File: config.mk
export PLATFORM = sky130hd
export DESIGN_NAME = shup_div
export DESIGN_NICKNAME = d
export VERILOG_FILES = /design/src/rtl/shup_pkg.sv /design/src/rtl/shup_div.sv
export SDC_FILE = /design/constraint.sdc
export NUM_CORES = 2
export LEC_CHECK = 0
export ABC_AREA = 1
export BUFFER_PORTS_ARGS = -buffer_cell sky130_fd_sc_hd__buf_4
export CAP_MARGIN = 10
export CORE_UTILIZATION = 56
export DETAILED_ROUTE_END_ITERATION = 8
export GPL_TIMING_DRIVEN = 0
export PLACE_DENSITY = 0.74
export SETUP_SLACK_MARGIN = 0.15
export SLEW_MARGIN = 20
export SYNTH_ARGS = -nofsm -noshare
export SYNTH_HDL_FRONTEND = slang
export SYNTH_SLANG_ARGS = --single-unit
File: constraint.sdc
create_clock -name clk -period 1.65 [get_ports clk]
set_clock_uncertainty 0.1 [all_clocks]
set_input_delay 0 -clock clk [delete_from_list [all_inputs] [get_ports clk]]
set_output_delay 0 -clock clk [all_outputs]
set_load 0.02 [all_outputs]
File: src/rtl/shup_pkg.sv
// Shared types and constants for the segment height-under-point block.
// No dependencies.
`default_nettype none
package shup_pkg;

	localparam int COORD_W = 20;
	localparam int QUO_W   = 20;
	localparam int CFG_W   = 19;

	typedef enum logic [1:0] {
		OP_INSERT = 2'd0,
		OP_CLEAR  = 2'd1,
		OP_SNAP   = 2'd2,
		OP_FLOOR  = 2'd3
	} op_t;

	localparam logic [1:0] REG_SNAP_MARGIN    = 2'd0;
	localparam logic [1:0] REG_FLOOR_MARGIN   = 2'd1;
	localparam logic [1:0] REG_DISTANCE_LIMIT = 2'd2;

	// Tag carried alongside a segment through the arithmetic pipe.
	typedef struct packed {
		logic                       valid;
		logic                       last;
		logic                       use_seg;
		logic                       neg;
		logic signed [COORD_W-1:0]  y1;
	} tag_t;

endpackage
`default_nettype wire

File: src/rtl/shup_div.sv
// Pipelined unsigned divider, one quotient bit per stage.
// Depends on shup_pkg (tag_t, QUO_W). Needs num < den * 2**QUO_W.
`default_nettype none
module shup_div
	import shup_pkg::*;
(
	input  wire logic              clk,
	input  wire logic              arst_n,
	input  wire tag_t              in_tag,
	input  wire logic [2*QUO_W-1:0] in_num,
	input  wire logic [QUO_W-1:0]  in_den,
	output tag_t                   out_tag,
	output logic [QUO_W-1:0]       out_quo
);

	tag_t             tag_q [0:QUO_W];
	logic [QUO_W-1:0] rem_q [0:QUO_W];
	logic [QUO_W-1:0] low_q [0:QUO_W];
	logic [QUO_W-1:0] den_q [0:QUO_W];
	logic [QUO_W-1:0] quo_q [0:QUO_W];

	always_ff @(posedge clk or negedge arst_n) begin
		if (!arst_n) begin
			tag_q[0] <= '0;
		end else begin
			tag_q[0] <= in_tag;
		end
	end

	always_ff @(posedge clk) begin
		rem_q[0] <= in_num[2*QUO_W-1:QUO_W];
		low_q[0] <= in_num[QUO_W-1:0];
		den_q[0] <= in_den;
		quo_q[0] <= '0;
	end

	for (genvar k = 0; k < QUO_W; k++) begin : g_step
		logic [QUO_W:0] trial;
		logic [QUO_W:0] diff;
		logic           take;

		always_comb begin
			trial = {rem_q[k], low_q[k][QUO_W-1]};
			diff  = trial - {1'b0, den_q[k]};
			take  = (trial >= {1'b0, den_q[k]});
		end

		always_ff @(posedge clk or negedge arst_n) begin
			if (!arst_n) begin
				tag_q[k+1] <= '0;
			end else begin
				tag_q[k+1] <= tag_q[k];
			end
		end

		always_ff @(posedge clk) begin
			rem_q[k+1] <= take ? diff[QUO_W-1:0] : trial[QUO_W-1:0];
			low_q[k+1] <= {low_q[k][QUO_W-2:0], 1'b0};
			den_q[k+1] <= den_q[k];
			quo_q[k+1] <= {quo_q[k][QUO_W-2:0], take};
		end
	end

	assign out_tag = tag_q[QUO_W];
	assign out_quo = quo_q[QUO_W];

endmodule
`default_nettype wire

======== Word-level counts from Yosys, hierarchy flattened ========
Memory sizes are Yosys's and may differ from the RTL's.
Cells that the tools add are included.
word-level totals
  flip-flop bits (word level) ............. 504
  latch bits .............................. 0
  RAM bits ................................ 1680
  ROM bits ................................ 0
  bits of input ports ..................... 86
  output and inout bits ................... 44
  logic and storage cells ................. 169
  memories kept ........................... 4
memories
  name   depth  width  read ports  clocked after Yosys merged registers in  wr ports  line            RTL
  den_q  21     20     20          0                                        21        shup_div.sv:19  logic [QUO_W-1:0] den_q [0:QUO_W];
  low_q  21     20     20          0                                        21        shup_div.sv:18  logic [QUO_W-1:0] low_q [0:QUO_W];
  quo_q  21     20     21          0                                        21        shup_div.sv:20  logic [QUO_W-1:0] quo_q [0:QUO_W];
  rem_q  21     20     20          0                                        21        shup_div.sv:17  logic [QUO_W-1:0] rem_q [0:QUO_W];
cells by class
  $add $sub $neg .......................... 20
  multipliers ............................. 0
  divide/modulo/power cells ............... 0
  order comparisons ....................... 20
  equal/unequal tests ..................... 0
  shift-type cells ........................ 0
  multiplexer cells ....................... 20
  bitwise logic cells ..................... 0
  reductions and logical operators ........ 0
operator list
  operator        number
  $ge 21x20->1    20
  $mux 20         20
  $sub 20x20->20  20

======== Longest topological paths before layout ========
  depth after elaboration ................. 2
  mapped depth ............................ 14
  depth with buffers taken out ............ 13

======== Least setup slack after synthesis ========
No wires, ideal clock.
  path type ............................... reg-to-reg
  start ................................... mem low_q[1][19], in the netlist low_q[0][39]
  end ..................................... mem rem_q[2][12], in the netlist rem_q[0][52]
  library setup time ...................... 0.113 ns
  arrival ................................. 1.618 ns
  required time ........................... 1.437 ns
  setup slack ............................. -0.181 ns
  stages on the path, launching flop included .. 14
  buffers on the path ..................... 0
  clock period less this slack ............ 1.831 ns
  cells stage by stage .................... dfxtp_1 inv_1 ha_1 fa_1 inv_1 nand3_1 nand3_1 nand2_1 nand2_1 nand2_1 nand2_1 nand2_1 nand3_1 nand2_1
RTL lines
  element          line
  start, declared  shup_div.sv:18
  end, declared    shup_div.sv:17

==> impl_metrics.py <==
metrics = {
    "outcome": {
        "status": "finished with violations",
        "violations": "negative hold slack, negative setup slack",
    },
    "setup_path": {
        "cpLargestDelayFamily": "simple AND/OR/NAND/NOR gates",
        "crit_path_start_kind": "register",
        "critPathMaxFanout": 5,
        "setup.worst_path.class": "reg -> reg",
        "cp_data_arrival_time_ns": 2.75,
        "crit_top_cell": "nand2_1",
        "cp_slowest_cell": "dfxtp_2",
        "path_buf_inv": 2,
        "cp.required_ns": 2.24,
        "path_cells": "inv_2, ha_4, nand2_4, buf_4, nor2_1, nand3_1, nand3_1, nand2_1, nand2_1, nand2_1, nand3_1, nand2_1",
        "slowest_delay_ns": 0.38,
        "end_kind": "register",
        "timing.rr.start": "den_q[0][48]$_DFF_P_",
        "r2r_cells": 12,
        "cp.depth": 12,
        "startpoint": "den_q[0][48]$_DFF_P_",
    },
    "global_routing": {
        "use_met1_pct": 37.90,
        "grt_max_degree": 103,
        "use_met3_pct": 3.660,
        "grt_use_total_pct": 29.06,
        "met2_usage_pct": 48.06,
        "antenna_found_initial": 8,
        "top_usage_layer": "met2",
        "overflow": 0,
        "first_global_vias": 53040,
        "grt_pass1_wl_um": 279700,
    },
    "cts": {
        "clkTransAtPathRegs_ns": 0.07,
        "h-tree-depth": 4,
        "root_buffer": "clkbuf_16",
        "cts_tree": "built",
        "cts_buffers": 166,
        "cts_buffer_depth": 3,
        "clock_latency_ns": 0.84,
        "clkSinkCount": 1724,
    },
    "logic_synthesis": {
        "synth_edf_count": 0,
        "synth-async-reset-ratio_pct": 29.23,
        "ys_ff_latch": 1724,
        "synth_cells": 8165,
        "synthTopCellsByCount": "nand2_1, inv_1, dfxtp_1",
        "synth.avg_cell_area_um2": 8.395,
        "syn_area_um2": 68550,
        "yosysWarningCount": 0,
        "synth_ff_type": "dfxtp_1",
        "yosysUniqueCellTypes": 32,
        "yosysMostFrequentCell": "nand2_1",
        "synth_top_area_share_pct": 35.63,
        "synth_area_leader_cell": "dfxtp_1",
        "synth_area_leaders": "dfxtp_1, dfrtp_1, nand2_1",
        "yosysSeqAreaShare_pct": 54.03,
        "syn_nets": 8670,
    },
    "placed_design": {
        "dpl.hpwl_um": 129700,
        "dpl_cell_area_um2": 76800,
        "dp.cells": 9911,
        "port_buffers": 129,
        "place.gp.congestion": 0.9654,
        "dp_slack_ns": -0.9437,
    },
    "floorplan": {
        "rows": 127,
        "initial_core_util_pct": 56.84,
        "die_area_um2": 123800,
        "io_pins": 130,
        "fp.dieH_um": 351.9,
        "fp.dieW_um": 351.9,
        "coreArea_um2": 120600,
    },
    "sta": {
        "max_slew.worst_pin.slew_ns": 0.5339,
        "slew_headroom_pct": 64.41,
        "finalCritPeriodShare_pct": 131.1,
        "slew_violations": 0,
        "hold_violations": 58,
        "fin_setup_tns_ns": -137.52,
        "rsz0062_at_grt": "yes",
        "setup_viol": 407,
        "layout_min_cycle_time_ns": 2.163,
        "worst_slack_ns": -0.5132,
        "fmax_mhz": 462.3,
        "whs_ns": -0.05295,
    },
    "worst_hold_path": {
        "hold_class": "in -> async",
    },
    "power_and_ir_drop": {
        "power_leakage_nw": 46.52,
        "finalPower_mw": 196.9,
        "irDropWorstVdd_uv": 1395,
        "p_per_area_nw_per_um2": 2062,
    },
    "cells_and_area": {
        "syn_to_final_growth_pct": 39.28,
        "drive_above_1_share_pct": 36.63,
        "final_nets": 9658,
        "stdcell_count": 10920,
        "design_area_um2": 95480,
        "final_util_pct": 79.16,
    },
    "detailed_routing": {
        "vias_per_cell": 5.108,
        "wirelength_um": 194900,
        "ant_nets": 0,
        "first_pass_iters": 8,
        "drc": 0,
        "drt-initial-drc-count": 3647,
        "vias": 55750,
        "routedWlPerCell_um": 17.86,
    },
    "job": {
        "cap_violations": 0,
    },
}
sequential cells by signal, summed over array words and instances (netlist names):
name and count:
out_tag 24, low_q 210, tag_q 480, rem_q 400, quo_q 210, den_q 400
power breakdown:
| group | internal [mW] | switching (mW) |
|---|---|---|
| clock | 22.4 | 16.9 |
| sequential | 51.2 | 7.78 |
| combinational | 42.8 | 55.7 |
| total | 116 | 80.4 |
final timing paths:
| check | to | slack [ns] |
|---|---|---|
| worst max register to register | rem_q[0][77]$_DFF_P_ | -0.51 |
| min in group clk | low_q[5][32]$_DFF_P_ | 0.21 |
| max in group asynchronous | tag_q[408]$_DFF_PN0_ | -0.01 |
| worst min-delay path | tag_q[406]$_DFF_PN0_ | -0.05 |
| worst max-delay path | rem_q[0][77]$_DFF_P_ | -0.51 |
| worst min register to register | low_q[5][32]$_DFF_P_ | 0.21 |
cells in the final DEF, fill, tap and decap left out, types with 48 or more instances in the layout:
cell	count
dfxtp_4	85
o21ai_0	48
xor2_1	159
dfxtp_1	775
a21oi_2	60
nand3b_1	92
dlygate4sd3_1	169
inv_2	282
nor2_4	75
nor2_1	379
nand3_2	143
dfrtp_1	504
nand3_1	346
nor2_2	73
inv_1	996
clkbuf_16	205
nand2_4	248
ha_4	356
buf_4	576
a21oi_1	207
nand2_1	2024
nand2_2	553
dfxtp_2	360
cells by family (layout without fill, tap and decap cells):
| group | after synthesis | count (layout) | share of synthesized area, % |
|---|---|---|---|
| flip-flops | 1724 | 1724 | 54.03 |
| other | 0 | 7 | 0 |
| XOR/XNOR | 181 | 181 | 2.313 |
| AO/OA/AOI/OAI | 383 | 383 | 2.986 |
| adder cells (fa/ha/maj) | 419 | 419 | 7.856 |
| buffers and inverters | 1395 | 2526 | 8.371 |
| AND/OR/NAND/NOR | 4063 | 4063 | 24.45 |
final cells by class:
class                      count  area, µm²
fill                        7483      25130
sequential                  1724      37810
clock inverter                86       1119
buffer                        81       1084
tap                         1612       2017
multi-input combinational   5046      35830
inverter                    1314       5157
antenna                        7      17.52
timing repair buffer         811       7664
timing repair inverter         9      68.82
clock buffer                 225       4718
timing repair:
action                                  in CTS  in global routing
gates cloned                                 5                 46
endpoints found under the setup margin     424                523
pin swaps                                  140                515
endpoints found under the hold margin      489                  2
hold buffers                               179                  1
gates resized for setup                    624               1446
buffers inserted                           141                314
layer usage:
metal	vias to the layer above	routed length, µm
li1	27010	-
met1	26300	81800
met2	1866	92720
met3	573	9796
met4	0	10600
met5	-	0
worst reg2reg max path, stage by stage, from the launching register on:
cell and delay (ns):
dfxtp_2 0.38, inv_2 0.06, ha_4 0.31, nand2_4 0.09, buf_4 0.14, nor2_1 0.23, nand3_1 0.14, nand3_1 0.18
nand2_1 0.10, nand2_1 0.07, nand2_1 0.04, nand3_1 0.12, nand2_1 0.08
Power figures use the tool's default switching activity.
